**src/rtl/sfb_pkg.sv**
```systemverilog
// ----------------------------------------------------------------------------
// sfb_pkg
// shared types, constants and codes of the scale-to-fit pixel blitter
// ----------------------------------------------------------------------------
`default_nettype none

package sfb_pkg;

  localparam int unsigned SOURCE_PIXELS_DEF = 65536;
  localparam int unsigned MAX_DIMENSION     = 4096;

  localparam int unsigned DIM_W    = 13;
  localparam int unsigned COORD_W  = 12;
  localparam int unsigned STRIDE_W = 15;
  localparam int unsigned BPP_W    = 3;
  localparam int unsigned LAYOUT_W = 27;
  localparam int unsigned OFFSET_W = 26;
  localparam int unsigned WORD_W   = 32;
  localparam int unsigned RGB_W    = 24;

  localparam int unsigned CFG_IDX_W  = 3;
  localparam int unsigned CFG_DATA_W = 27;

  // divider: dimension product over a dimension
  localparam int unsigned DIV_NW = 2 * DIM_W;
  localparam int unsigned DIV_DW = DIM_W;
  localparam int unsigned DIV_CW = $clog2(DIV_NW + 1);

  typedef enum logic [CFG_IDX_W-1:0] {
    CFG_SRC_WIDTH     = 3'd0,
    CFG_SRC_HEIGHT    = 3'd1,
    CFG_SCREEN_WIDTH  = 3'd2,
    CFG_SCREEN_HEIGHT = 3'd3,
    CFG_LINE_STRIDE   = 3'd4,
    CFG_BPP           = 3'd5,
    CFG_LAYOUT        = 3'd6
  } cfg_reg_t;

  localparam logic REQ_LOAD   = 1'b0;
  localparam logic REQ_RENDER = 1'b1;

  typedef struct packed {
    logic        req_type;
    logic [15:0] src_index;
    logic [7:0]  red;
    logic [7:0]  green;
    logic [7:0]  blue;
    logic [11:0] pic_x;
    logic [11:0] pic_y;
  } in_item_t;

  typedef struct packed {
    logic [25:0] dest_byte_offset;
    logic [31:0] pixel_word;
    logic [2:0]  byte_count;
  } out_item_t;

  typedef enum logic [3:0] {
    ST_IDLE,
    ST_MUL_FIT,
    ST_DIV_FIT,
    ST_WAIT_FIT,
    ST_GEOM,
    ST_MUL_SRC,
    ST_DIV_COL,
    ST_WAIT_COL,
    ST_DIV_ROW,
    ST_WAIT_ROW,
    ST_ADDR,
    ST_READ,
    ST_ROW_OFF,
    ST_PACK
  } state_t;

endpackage

`default_nettype wire

```
**src/rtl/sfb_div.sv**
```systemverilog
// ----------------------------------------------------------------------------
// sfb_div
// restoring divider, one quotient bit per cycle
// ----------------------------------------------------------------------------
`default_nettype none

module sfb_div (
  input  wire logic                      clk,
  input  wire logic                      rst_n,
  input  wire logic                      start,
  input  wire logic [sfb_pkg::DIV_NW-1:0] dividend,
  input  wire logic [sfb_pkg::DIV_DW-1:0] divisor,
  output logic                           done,
  output logic [sfb_pkg::DIV_NW-1:0]     quotient
);
  import sfb_pkg::*;

  logic [DIV_DW-1:0] rem_r, rem_nxt;
  logic [DIV_NW-1:0] quo_r, quo_nxt;
  logic [DIV_DW-1:0] dsr_r;
  logic [DIV_CW-1:0] cnt_r, cnt_nxt;
  logic              busy_r, busy_nxt;
  logic              done_r, done_nxt;
  logic [DIV_DW:0]   trial;

  always_comb begin
    trial    = {rem_r, quo_r[DIV_NW-1]};
    rem_nxt  = rem_r;
    quo_nxt  = quo_r;
    cnt_nxt  = cnt_r;
    busy_nxt = busy_r;
    done_nxt = 1'b0;
    if (start && !busy_r) begin
      rem_nxt  = '0;
      quo_nxt  = dividend;
      cnt_nxt  = DIV_CW'(DIV_NW);
      busy_nxt = 1'b1;
    end else if (busy_r) begin
      if (trial >= {1'b0, dsr_r}) begin
        rem_nxt = DIV_DW'(trial - {1'b0, dsr_r});
        quo_nxt = {quo_r[DIV_NW-2:0], 1'b1};
      end else begin
        rem_nxt = trial[DIV_DW-1:0];
        quo_nxt = {quo_r[DIV_NW-2:0], 1'b0};
      end
      cnt_nxt = cnt_r - 1'b1;
      if (cnt_r == DIV_CW'(1)) begin
        busy_nxt = 1'b0;
        done_nxt = 1'b1;
      end
    end
  end

  always_ff @(posedge clk) begin
    if (!rst_n) begin
      busy_r <= 1'b0;
      done_r <= 1'b0;
      cnt_r  <= '0;
    end else begin
      busy_r <= busy_nxt;
      done_r <= done_nxt;
      cnt_r  <= cnt_nxt;
    end
    rem_r <= rem_nxt;
    quo_r <= quo_nxt;
    if (start && !busy_r) begin
      dsr_r <= divisor;
    end
  end

  assign done     = done_r;
  assign quotient = quo_r;

endmodule

`default_nettype wire

```
**config.mk**
```make
export PLATFORM = sky130hd
export DESIGN_NAME = sfb_div
export DESIGN_NICKNAME = d
export VERILOG_FILES = /design/src/rtl/sfb_pkg.sv /design/src/rtl/sfb_div.sv
export SDC_FILE = /design/constraint.sdc
export NUM_CORES = 1
export LEC_CHECK = 0
export BUFFER_PORTS_ARGS = -buffer_cell sky130_fd_sc_hd__buf_2
export CORE_MARGIN = 4
export CORE_UTILIZATION = 54
export DETAILED_ROUTE_END_ITERATION = 16
export PLACE_DENSITY = 0.8
export SETUP_SLACK_MARGIN = 0.3
export SYNTH_ARGS = -nofsm -noshare
export SYNTH_HDL_FRONTEND = slang
export SYNTH_SLANG_ARGS = --single-unit
export TNS_END_PERCENT = 20
```
**constraint.sdc**
```tcl
create_clock -name clk -period 3.2 [get_ports clk]
set_input_delay 0.16 -clock clk [delete_from_list [all_inputs] [get_ports clk]]
set_output_delay 0.16 -clock clk [all_outputs]
set_load 0.05 [all_outputs]
```
==> results_dict.tcl <==
set metrics [dict create \
    status "complete, no violations" \
    cp_cell_sequence "inv_1 > ha_1 > inv_1 > fa_1 > a21o_1 > a221oi_4 > nor4_2 > nor4b_4 > buf_6 > nand2b_1 > o21ai_0" \
    grt_start_max_net_pins 30 \
    die_x_um 82.99 \
    fmax_ghz 0.3620 \
    num_rows 27 \
    finalMaxSlewViolations 0 \
    synth-edff-count 39 \
    die-area_um2 6887 \
    worst-endpoint-arrival_ps 2970 \
    gp_congestion 0.8394 \
    sw_frac_of_total 0.3742 \
    ys.flop_type "edfxtp_1" \
    firstDrtPassIters 4 \
    cts_setup_buffers 0 \
    yosysMostFrequentCell "edfxtp_1" \
    dp_hpwl_mm 4.816 \
    power_density_nw_per_um2 780.1 \
    grt-ovfl-total 0 \
    drv_cap 0 \
    drc 0 \
    fillers 427 \
    p_comb_frac 0.387 \
    clockRootBuffer "clkbuf_8" \
    synth.top_cells.by_count "edfxtp_1, mux2_2, dfxtp_1, inv_1" \
    portBuffers 68 \
    clk_pin_slew_ps 70 \
    drive_gt1_frac 0.3401 \
    hp-class "in2reg" \
    num_vias 2323 \
    netlist.top_cell.by_area "edfxtp_1" \
    required_ps 3400 \
    clk_latency_ps 340 \
    setup_viol 0 \
    placed_area_um2 3471 \
    start_util 0.5549 \
    power.switching_uw 1113 \
    fin_area_um2 3812 \
    layout_setup_ws_ps 437.6 \
    cts_buffers 9 \
    ys_top_cells_by_area "edfxtp_1, dfxtp_1, mux2_2" \
    cts_max_path_buffers 2 \
    core-area_um2 5473 \
    ios 69 \
    ys_ff_latch 59 \
    intPower_uw 1861 \
    multiInputGateArea_um2 1344 \
    ys_types 48 \
    grt_pass1_wl_mm 11.56 \
    antenna_found_initial 0 \
    vdd_drop_max_uv 414.0 \
    worst_path_most_repeated_cell "inv_1" \
    antenna_cells 0 \
    min_period_over_period 0.8633 \
    postSynth.asyncResetShare 0 \
    finClkSkew_ps 14.67 \
    track_usage 0.2098 \
    crit_path_max_fanout 23 \
    slowest_delay_ps 420 \
    wl_mm 6.910 \
    ys_warn_count 0 \
    fin_tns_setup_ps 0 \
    seqCellArea_um2 1572 \
    end_kind "register" \
    syn_inst 252 \
    wl_per_cell_um 16.61 \
    yosysSeqAreaShare 0.5175 \
    avgSynthCellArea_um2 12.05 \
    power_leakage_uw 0.001654 \
    p_clk_frac 0.251 \
    h-tree-depth 3 \
    netlist.area_leader.share 0.3857 \
    postSynthNetCount 310 \
    grt_pass1_vias 2419 \
    path_class "reg2reg" \
    area_growth_pct 25.55 \
    period_minus_slack_ps 2762 \
    ant_nets 0 \
    pwr-share-seq 0.361 \
    worstMarginPinSlew_ps 953.7 \
    slew_headroom 0.3619 \
    crit_path_top_delay_cell "edfxtp_1" \
    cts_sinks 59 \
    drtIter0Drc 157 \
    fp.dieH_um 82.99 \
    cp-start-kind "register" \
    vias_per_cell 5.584 \
    fin_nets 397 \
    rsz0062_at_grt "no" \
    cts_tree "built" \
    syn_area_um2 3037 \
    hold_violations 0 \
    dp_slack_ps 458.4 \
]
logic make-up (layout without fill, tap and decap cells):
logic type                 Yosys count  count (layout)  share of synthesized area
buffers and inverters               29             121                    0.04244
DFF                                 59              59                     0.5175
AOI/OAI and AO/OA                   49              49                     0.1232
xor gates and xnor gates            12              12                    0.03461
and+or+nand+nor                     57              57                     0.1047
muxes                               30              30                     0.1092
adders and majority gates           16              16                    0.06840
timing repair:
action	4_1_cts	5_1_grt
gates resized for setup	0	1
hold endpoints to repair	12	0
endpoints found under the setup margin	0	5
hold buffers	12	0
cells in the final DEF, fill, tap and decap left out, types with 3 or more instances in the layout:
cell type and count:
buf_2 68, edfxtp_1 39, mux2_2 25, dfxtp_1 20, inv_1 19, nand2_1 15, ha_1 15, dlygate4sd3_1 12
clkbuf_8 9, nand3_1 8, nor2_1 7, a21oi_1 7, xor2_1 7, a32oi_1 7, nor3_1 6, o21ai_0 6
mux2i_1 5, o31ai_1 5, xnor2_1 5, nor2b_1 4, o311ai_1 4, o21a_1 3, and3_1 3, a21o_1 3
a31oi_1 3, nand2b_1 3, buf_4 3
cell type report:
cell class | count | share of cell area
well taps | 72 | 0.02363
clock inverters | 6 | 0.02363
clock buffers | 10 | 0.03348
multi-input cells | 164 | 0.3525
inverters | 20 | 0.01969
repair buffers | 85 | 0.1349
flip-flops and latches | 59 | 0.4122
power groups by stage:
| stage | clock (uW) | combinational (uW) | sequential (uW) |
|---|---|---|---|
| after CTS | 760 | 1140 | 1070 |
| final | 747 | 1150 | 1070 |
| after global placement | 0 | 1090 | 1080 |
| after detailed placement | 0 | 1130 | 1080 |
| after floorplan | 0 | 738 | 1230 |
| after global routing | 803 | 1260 | 1090 |
metal layers:
layer	part of all wire	vias up	track usage	wire (um)
li1	-	1125	-	-
met2	0.52	70	0.3637	3599
met3	0.052	16	0.06052	361
met1	0.40	1112	0.2457	2775
met4	0.025	0	0.07727	174
met5	0	-	0	0
worst paths after layout:
path | startpoint | cells after the start | slack, ps | endpoint
worst max register to register | quotient[25] | 11 | 440 | rem_r[8]
worst min-delay path | divisor[9] | 1 | 20 | dsr_r[9]
worst min register to register | rem_r[1] | 2 | 500 | rem_r[1]
worst max-delay path | quotient[25] | 11 | 440 | rem_r[8]
critical path: cells and delay by family, from the launching register on:
kind / cells / cell delay (ps)
buffers and inverters: 3 / 370
adders and majority gates: 2 / 570
DFF: 1 / 420
and+or+nand+nor: 3 / 530
AOI/OAI and AO/OA: 3 / 750
through the flow:
stage | utilization | hold WS (ps) | cells | power [uW]
after global placement | 0.6342 | 336.4 | 388 | 2168
after detailed placement | 0.6342 | 338.1 | 388 | 2210
after floorplan | - | 258.9 | 252 | 1966
after global routing | 0.6966 | 5.854 | 416 | 3152
after CTS | 0.6959 | 5.658 | 416 | 2972
final | 0.6966 | 21.62 | 416 | 2974
registers in the layout, indices dropped and copies added (netlist names):
signal and cells:
busy_r 1, dsr_r 13, rem_r 13, quotient 26, done 1, cnt_r 5
Power figures use the tool's default switching activity.
